[config.mk]
export PLATFORM = sky130hd
export DESIGN_NAME = hpt_ctrl
export DESIGN_NICKNAME = d
export VERILOG_FILES = /design/src/rtl/hpt_pkg.sv /design/src/rtl/hpt_ctrl.sv
export SDC_FILE = /design/constraint.sdc
export NUM_CORES = 1
export LEC_CHECK = 0
export ABC_AREA = 0
export BUFFER_PORTS_ARGS = -buffer_cell sky130_fd_sc_hd__buf_4
export CAP_MARGIN = 20
export CORE_MARGIN = 2
export CORE_UTILIZATION = 25
export DETAILED_ROUTE_END_ITERATION = 8
export PLACE_DENSITY_LB_ADDON = 0.3
export SLEW_MARGIN = 20
export SYNTH_ARGS = -nofsm -noshare
export SYNTH_HDL_FRONTEND = slang
export SYNTH_SLANG_ARGS = --single-unit
export TNS_END_PERCENT = 100
[constraint.sdc]
create_clock -name clock -period 2.7 [get_ports clock]
set_input_delay 0.54 -clock clock [delete_from_list [all_inputs] [get_ports clock]]
set_output_delay 0.54 -clock clock [all_outputs]
set_load 0.05 [all_outputs]
[src/rtl/hpt_pkg.sv]
// hashed position table: shared types, constants and codes
// no dependencies; every other file imports this package

package hpt_pkg;

   // table geometry: the slot index is the low bits of the key word sum
   localparam int INDEX_BITS    = 12;
   localparam int TABLE_ENTRIES = 1 << INDEX_BITS;

   // field widths
   localparam int OPCODE_BITS   = 3;
   localparam int KEY_BITS      = 64;
   localparam int WORD_BITS     = 32;
   localparam int STATUS_BITS   = 2;

   // position limit, compared in 64 bits
   localparam int POSITION_BITS = 32;
   localparam logic [63:0] POS_LIMIT = (64'd1 << POSITION_BITS) - 64'd1;

   // slot markers
   localparam logic [WORD_BITS-1:0] SEARCH_MARK = '0;
   localparam logic [WORD_BITS-1:0] NULL_MARK   = '1;

   typedef enum logic [OPCODE_BITS-1:0] {
      OP_GET   = 3'd0,
      OP_SET   = 3'd1,
      OP_UNSET = 3'd2,
      OP_RESET = 3'd3,
      OP_CLEAR = 3'd4
   } opcode_type;

   typedef enum logic [STATUS_BITS-1:0] {
      ST_OK      = 2'd0,
      ST_INVALID = 2'd1,
      ST_SEARCH  = 2'd2,
      ST_NOENT   = 2'd3
   } status_type;

   typedef enum logic [1:0] {
      FSM_SWEEP,
      FSM_IDLE,
      FSM_LOOKUP,
      FSM_REPLY
   } fsm_state_type;

   // controller to datapath
   typedef struct packed {
      logic                  capture;      // latch request, read its slot
      logic                  execute;      // read-modify-write, load result
      logic                  sweep_write;  // zero one slot of a clear sweep
      logic [INDEX_BITS-1:0] sweep_addr;
      logic                  load_clear;   // load the reply to a clear
   } ctrl_cmd_type;

   // datapath to controller
   typedef struct packed {
      logic out_free;  // result register can take a new word this cycle
   } dp_status_type;

endpackage

[src/rtl/hpt_ctrl.sv]
// hashed position table: controller state machine and sweep counter
// depends on hpt_pkg; drives the command struct of hpt_datapath

module hpt_ctrl (
   input  logic                         clock,
   input  logic                         reset,
   input  logic                         req_valid,
   input  logic [hpt_pkg::OPCODE_BITS-1:0] req_opcode,
   output logic                         req_ready,
   input  hpt_pkg::dp_status_type       status,
   output hpt_pkg::ctrl_cmd_type        cmd
);
   import hpt_pkg::*;

   localparam logic [INDEX_BITS-1:0] LAST_SLOT = INDEX_BITS'(TABLE_ENTRIES - 1);

   fsm_state_type         state_ff, state_in;
   logic [INDEX_BITS-1:0] sweep_cnt_ff, sweep_cnt_in;
   logic                  sweep_reply_ff, sweep_reply_in;

   // state register; reset starts the clearing pass
   always_ff @(posedge clock) begin
      if (reset) begin
         state_ff       <= FSM_SWEEP;
         sweep_cnt_ff   <= '0;
         sweep_reply_ff <= 1'b0;
      end else begin
         state_ff       <= state_in;
         sweep_cnt_ff   <= sweep_cnt_in;
         sweep_reply_ff <= sweep_reply_in;
      end
   end

   // next state and commands
   always_comb begin
      state_in        = state_ff;
      sweep_cnt_in    = sweep_cnt_ff;
      sweep_reply_in  = sweep_reply_ff;
      req_ready       = 1'b0;
      cmd.capture     = 1'b0;
      cmd.execute     = 1'b0;
      cmd.sweep_write = 1'b0;
      cmd.sweep_addr  = sweep_cnt_ff;
      cmd.load_clear  = 1'b0;
      unique case (state_ff)
         FSM_IDLE: begin
            req_ready = 1'b1;
            if (req_valid) begin
               cmd.capture = 1'b1;
               if (req_opcode == OP_CLEAR) begin
                  state_in       = FSM_SWEEP;
                  sweep_cnt_in   = '0;
                  sweep_reply_in = 1'b1;
               end else begin
                  state_in = FSM_LOOKUP;
               end
            end
         end
         FSM_LOOKUP: begin
            if (status.out_free) begin
               cmd.execute = 1'b1;
               state_in    = FSM_IDLE;
            end
         end
         FSM_SWEEP: begin
            cmd.sweep_write = 1'b1;
            if (sweep_cnt_ff == LAST_SLOT) begin
               state_in = sweep_reply_ff ? FSM_REPLY : FSM_IDLE;
            end else begin
               sweep_cnt_in = sweep_cnt_ff + 1'b1;
            end
         end
         FSM_REPLY: begin
            if (status.out_free) begin
               cmd.load_clear = 1'b1;
               sweep_reply_in = 1'b0;
               state_in       = FSM_IDLE;
            end
         end
         default: begin
            state_in = FSM_IDLE;
         end
      endcase
   end

`ifndef SYNTHESIS
   // a result is only produced when the output register can take it
   a_load_needs_room: assert property (@(posedge clock) disable iff (reset)
      (cmd.execute || cmd.load_clear) |-> status.out_free)
      else $error("result loaded while output register is occupied");

   // the sweep visits slots in order without skipping
   a_sweep_steps: assert property (@(posedge clock) disable iff (reset)
      (state_ff == FSM_SWEEP && sweep_cnt_ff != LAST_SLOT)
      |=> (state_ff == FSM_SWEEP && sweep_cnt_ff == $past(sweep_cnt_ff) + 1'b1))
      else $error("clearing sweep skipped or left early");

   // leaving reset, the table is cleared from slot zero
   a_reset_sweep: assert property (@(posedge clock)
      $fell(reset) |-> (state_ff == FSM_SWEEP && sweep_cnt_ff == '0 && !sweep_reply_ff))
      else $error("clearing pass does not start at reset");

   // a lookup always finishes before the next request is taken
   a_lookup_then_idle: assert property (@(posedge clock) disable iff (reset)
      cmd.execute |=> (state_ff == FSM_IDLE))
      else $error("lookup did not return to idle");
`endif

endmodule

==> results.cfg <==
[timing]
slew_violations = 0
worst_pin_slew_ns = 0.736
final_hold_viol_count = 0
maxSlewHeadroom = 0.509
whs_ns = 0.509
setup_viol_count_final = 0
finClkSkew_ns = 0.00115
grt_setup_unrepaired = no
setup_tns_ns = 0
period_minus_slack_ns = 2.16
final_min_period_over_clock_period = 0.799
max_freq_ghz = 0.463

[power_and_ir_drop]
power.combinational.fraction = 0.104
leakage_power_uw = 0.000452
cellInternalPower_uw = 349
clock_power_share = 0.406
power_uw = 473
max_rail_drop_vdd_mv = 0.152
power_density_of_the_placed_cells_nw_per_um2 = 405
sequentialPowerShare = 0.490
p_sw_frac = 0.262
netSwitchingPower_uw = 124

[worst_setup_path]
rr_startpoint = state_ff[1]$_SDFFE_PP0P_
crit_path_max_delay_cell_type = sky130_fd_sc_hd__dfxtp_1
critical_path.n_buffers_inverters = 2
worst-r2r-cell-count = 4
crit_required_ns = 2.16
critical_path_source_type = flop
cpLargestDelayFamily = flip-flops
worst-setup-path-type = reg2out
cp_cell_sequence = inv_1, nor2_1, buf_4
worst-endpoint-arrival_ns = 1.62
setup.worst_path.start = state_ff[0]$_SDFFE_PP0P_
crit_path_max_incr_delay_ns = 0.67
ff_to_ff_setup_slack_ns = 0.74
critical_path_cell_count = 3
crit_path_end_kind = output port
critical_path_peak_fanout = 15

[logic_synthesis]
postSynthNetCount = 118
synthCells = 110
synth_edf_count = 0
yosys_register_bits = 15
seq_area_frac_synth = 0.323
avgSynthCellArea_um2 = 8.45
netlist-cell-type-count = 37
synthArstFlopShare = 0
yosys_warnings = 0
ys_dominant_reg_cell = sky130_fd_sc_hd__dfxtp_1
synthesis.area_um2 = 930

[detailed_routing]
post_drt_via_cell_ratio = 5.24
avgRoutedWirePerCell_um = 14.8
num_vias = 932
post-route-drc-count = 0
firstDrtPassIters = 4
dr.first_iter.drc_count = 8
routed_wl_um = 2640
antenna_violating_nets_post_route = 0

[cts]
cts.repair.resized = 0
h-tree-depth = 1
cts-hold-fix-buffers = 0
post_cts_buffers = 0
maximum_clock_insertion_buffer_count = 2
cts_tree = yes
cts_root_buf = sky130_fd_sc_hd__clkbuf_8
clock_slew_seen_by_the_registers_of_the_worst_setup_and_hold_paths_ns = 0.07
clock_sink_count = 15
cts_inserted_buffers = 3
clock_latency_of_the_later_clocked_register_in_the_worst_skew_pair_ns = 0.25

[flow_run]
timing.max_cap.violations = 0

[outcome]
run_status = finished, final reports clean

[placed_design]
numPortBuffers = 23
dpl-instance-area_um2 = 1120
detailed_place_hpwl_um = 1920
gp_congestion = 0.769

[final_layout]
multi_input_area_um2 = 574
postLayoutCellArea_um2 = 1170
diodes = 0
final_layout_size_suffix_gt1_frac = 0.238
layout.nets = 139
final-seq-area_um2 = 300
layout.cells.most_common = sky130_fd_sc_hd__buf_4
layout_common_cells = sky130_fd_sc_hd__buf_4, sky130_fd_sc_hd__dfxtp_1, sky130_fd_sc_hd__nand2_1, sky130_fd_sc_hd__a21oi_1
filler_cell_count = 389
area_delta_synth_final_pct = 25.6

[die]
top_level_ports = 24
die_w_um = 65.0
floorplan.core_area_um2 = 3610
floorplan.die_area_um2 = 4220
fp.dieH_um = 65.0
rows = 22
effective_utilization_at_floorplan = 0.258

[global_routing]
grt_first_pass_wirelength_um = 4080
globalRoute.totalOverflow = 0
antenna_found_initial = 0
number_of_global_route_vias_before_repair = 837
global_route.usage.total = 0.127
maximum_number_of_pins_on_one_net_before_global_route_repair = 22

[worst_hold_path]
min_from = sweep_cnt_ff[10]$_SDFFE_PP0P_
timing.hold.worst.class = reg2reg
hold_depth = 2
-- worst paths after layout --
kind / to
worst min-delay path: sweep_cnt_ff[10]$_SDFFE_PP0P_
worst min register to register: sweep_cnt_ff[10]$_SDFFE_PP0P_
worst max-delay path: cmd[0]
worst max register to register: sweep_cnt_ff[0]$_SDFFE_PP0P_
-- flip-flops by register name, summed over array words and instances (netlist names) --
name	count
sweep_reply_ff	1
sweep_cnt_ff	12
state_ff	2
-- tightest hold or removal path: stages, from the launching register on --
cell and delay, ns:
sky130_fd_sc_hd__dfxtp_1 0.34, sky130_fd_sc_hd__nand2_1 0.07, sky130_fd_sc_hd__mux2i_1 0.06
-- stage by stage --
stage / setup slack (ns) / utilization / std cells
floorplan: 0.586 / - / 110
global placement: 0.789 / 0.311 / 174
detailed placement: 0.736 / 0.311 / 174
CTS: 0.569 / 0.324 / 178
global route: 0.452 / 0.324 / 178
finish: 0.542 / 0.324 / 178
-- routing by layer --
metal,track usage,up-vias,share of wire
li1,-,461,-
met4,0.0638,0,0.010
met3,0.0122,2,0.033
met5,0,-,0
met2,0.204,22,0.47
met1,0.168,447,0.49
-- power groups by stage --
stage | Combinational [uW] | Sequential (uW) | Clock (uW)
2_1_floorplan | 16.1 | 250 | 0
3_3_place_gp | 48.3 | 237 | 0
3_5_place_dp | 49.4 | 237 | 0
4_1_cts | 49.5 | 232 | 196
5_1_grt | 52.9 | 233 | 209
6_report | 49.2 | 232 | 192
-- synthesized netlist by cell type, types with 3 or more instances --
library cell / n / area, um2
sky130_fd_sc_hd__nor2_1: 7 / 26.3
sky130_fd_sc_hd__mux2i_1: 6 / 60.1
sky130_fd_sc_hd__o31ai_1: 4 / 30.0
sky130_fd_sc_hd__nand2_1: 10 / 37.5
sky130_fd_sc_hd__inv_1: 4 / 15.0
sky130_fd_sc_hd__nand3_1: 7 / 35.0
sky130_fd_sc_hd__a31oi_1: 4 / 25.0
sky130_fd_sc_hd__nand4_1: 3 / 18.8
sky130_fd_sc_hd__dfxtp_1: 15 / 300
sky130_fd_sc_hd__clkbuf_1: 3 / 11.3
sky130_fd_sc_hd__nand2b_1: 5 / 31.3
sky130_fd_sc_hd__a21oi_1: 10 / 50.1
-- cell type report --
type / count / share of cell area
inverters: 4 / 0.0129
flip-flops and latches: 15 / 0.257
clock buffers: 4 / 0.0386
multi-input cells: 84 / 0.492
well taps: 48 / 0.0514
repair buffers: 23 / 0.148
-- logic make-up after synthesis --
family / share of synthesized area
AOI/OAI and AO/OA: 0.249
adders and majority gates: 0.0135
and+or+nand+nor: 0.291
DFF: 0.323
muxes: 0.0646
buffers and inverters: 0.0592
No activity file was read; power rests on OpenSTA's default activity.
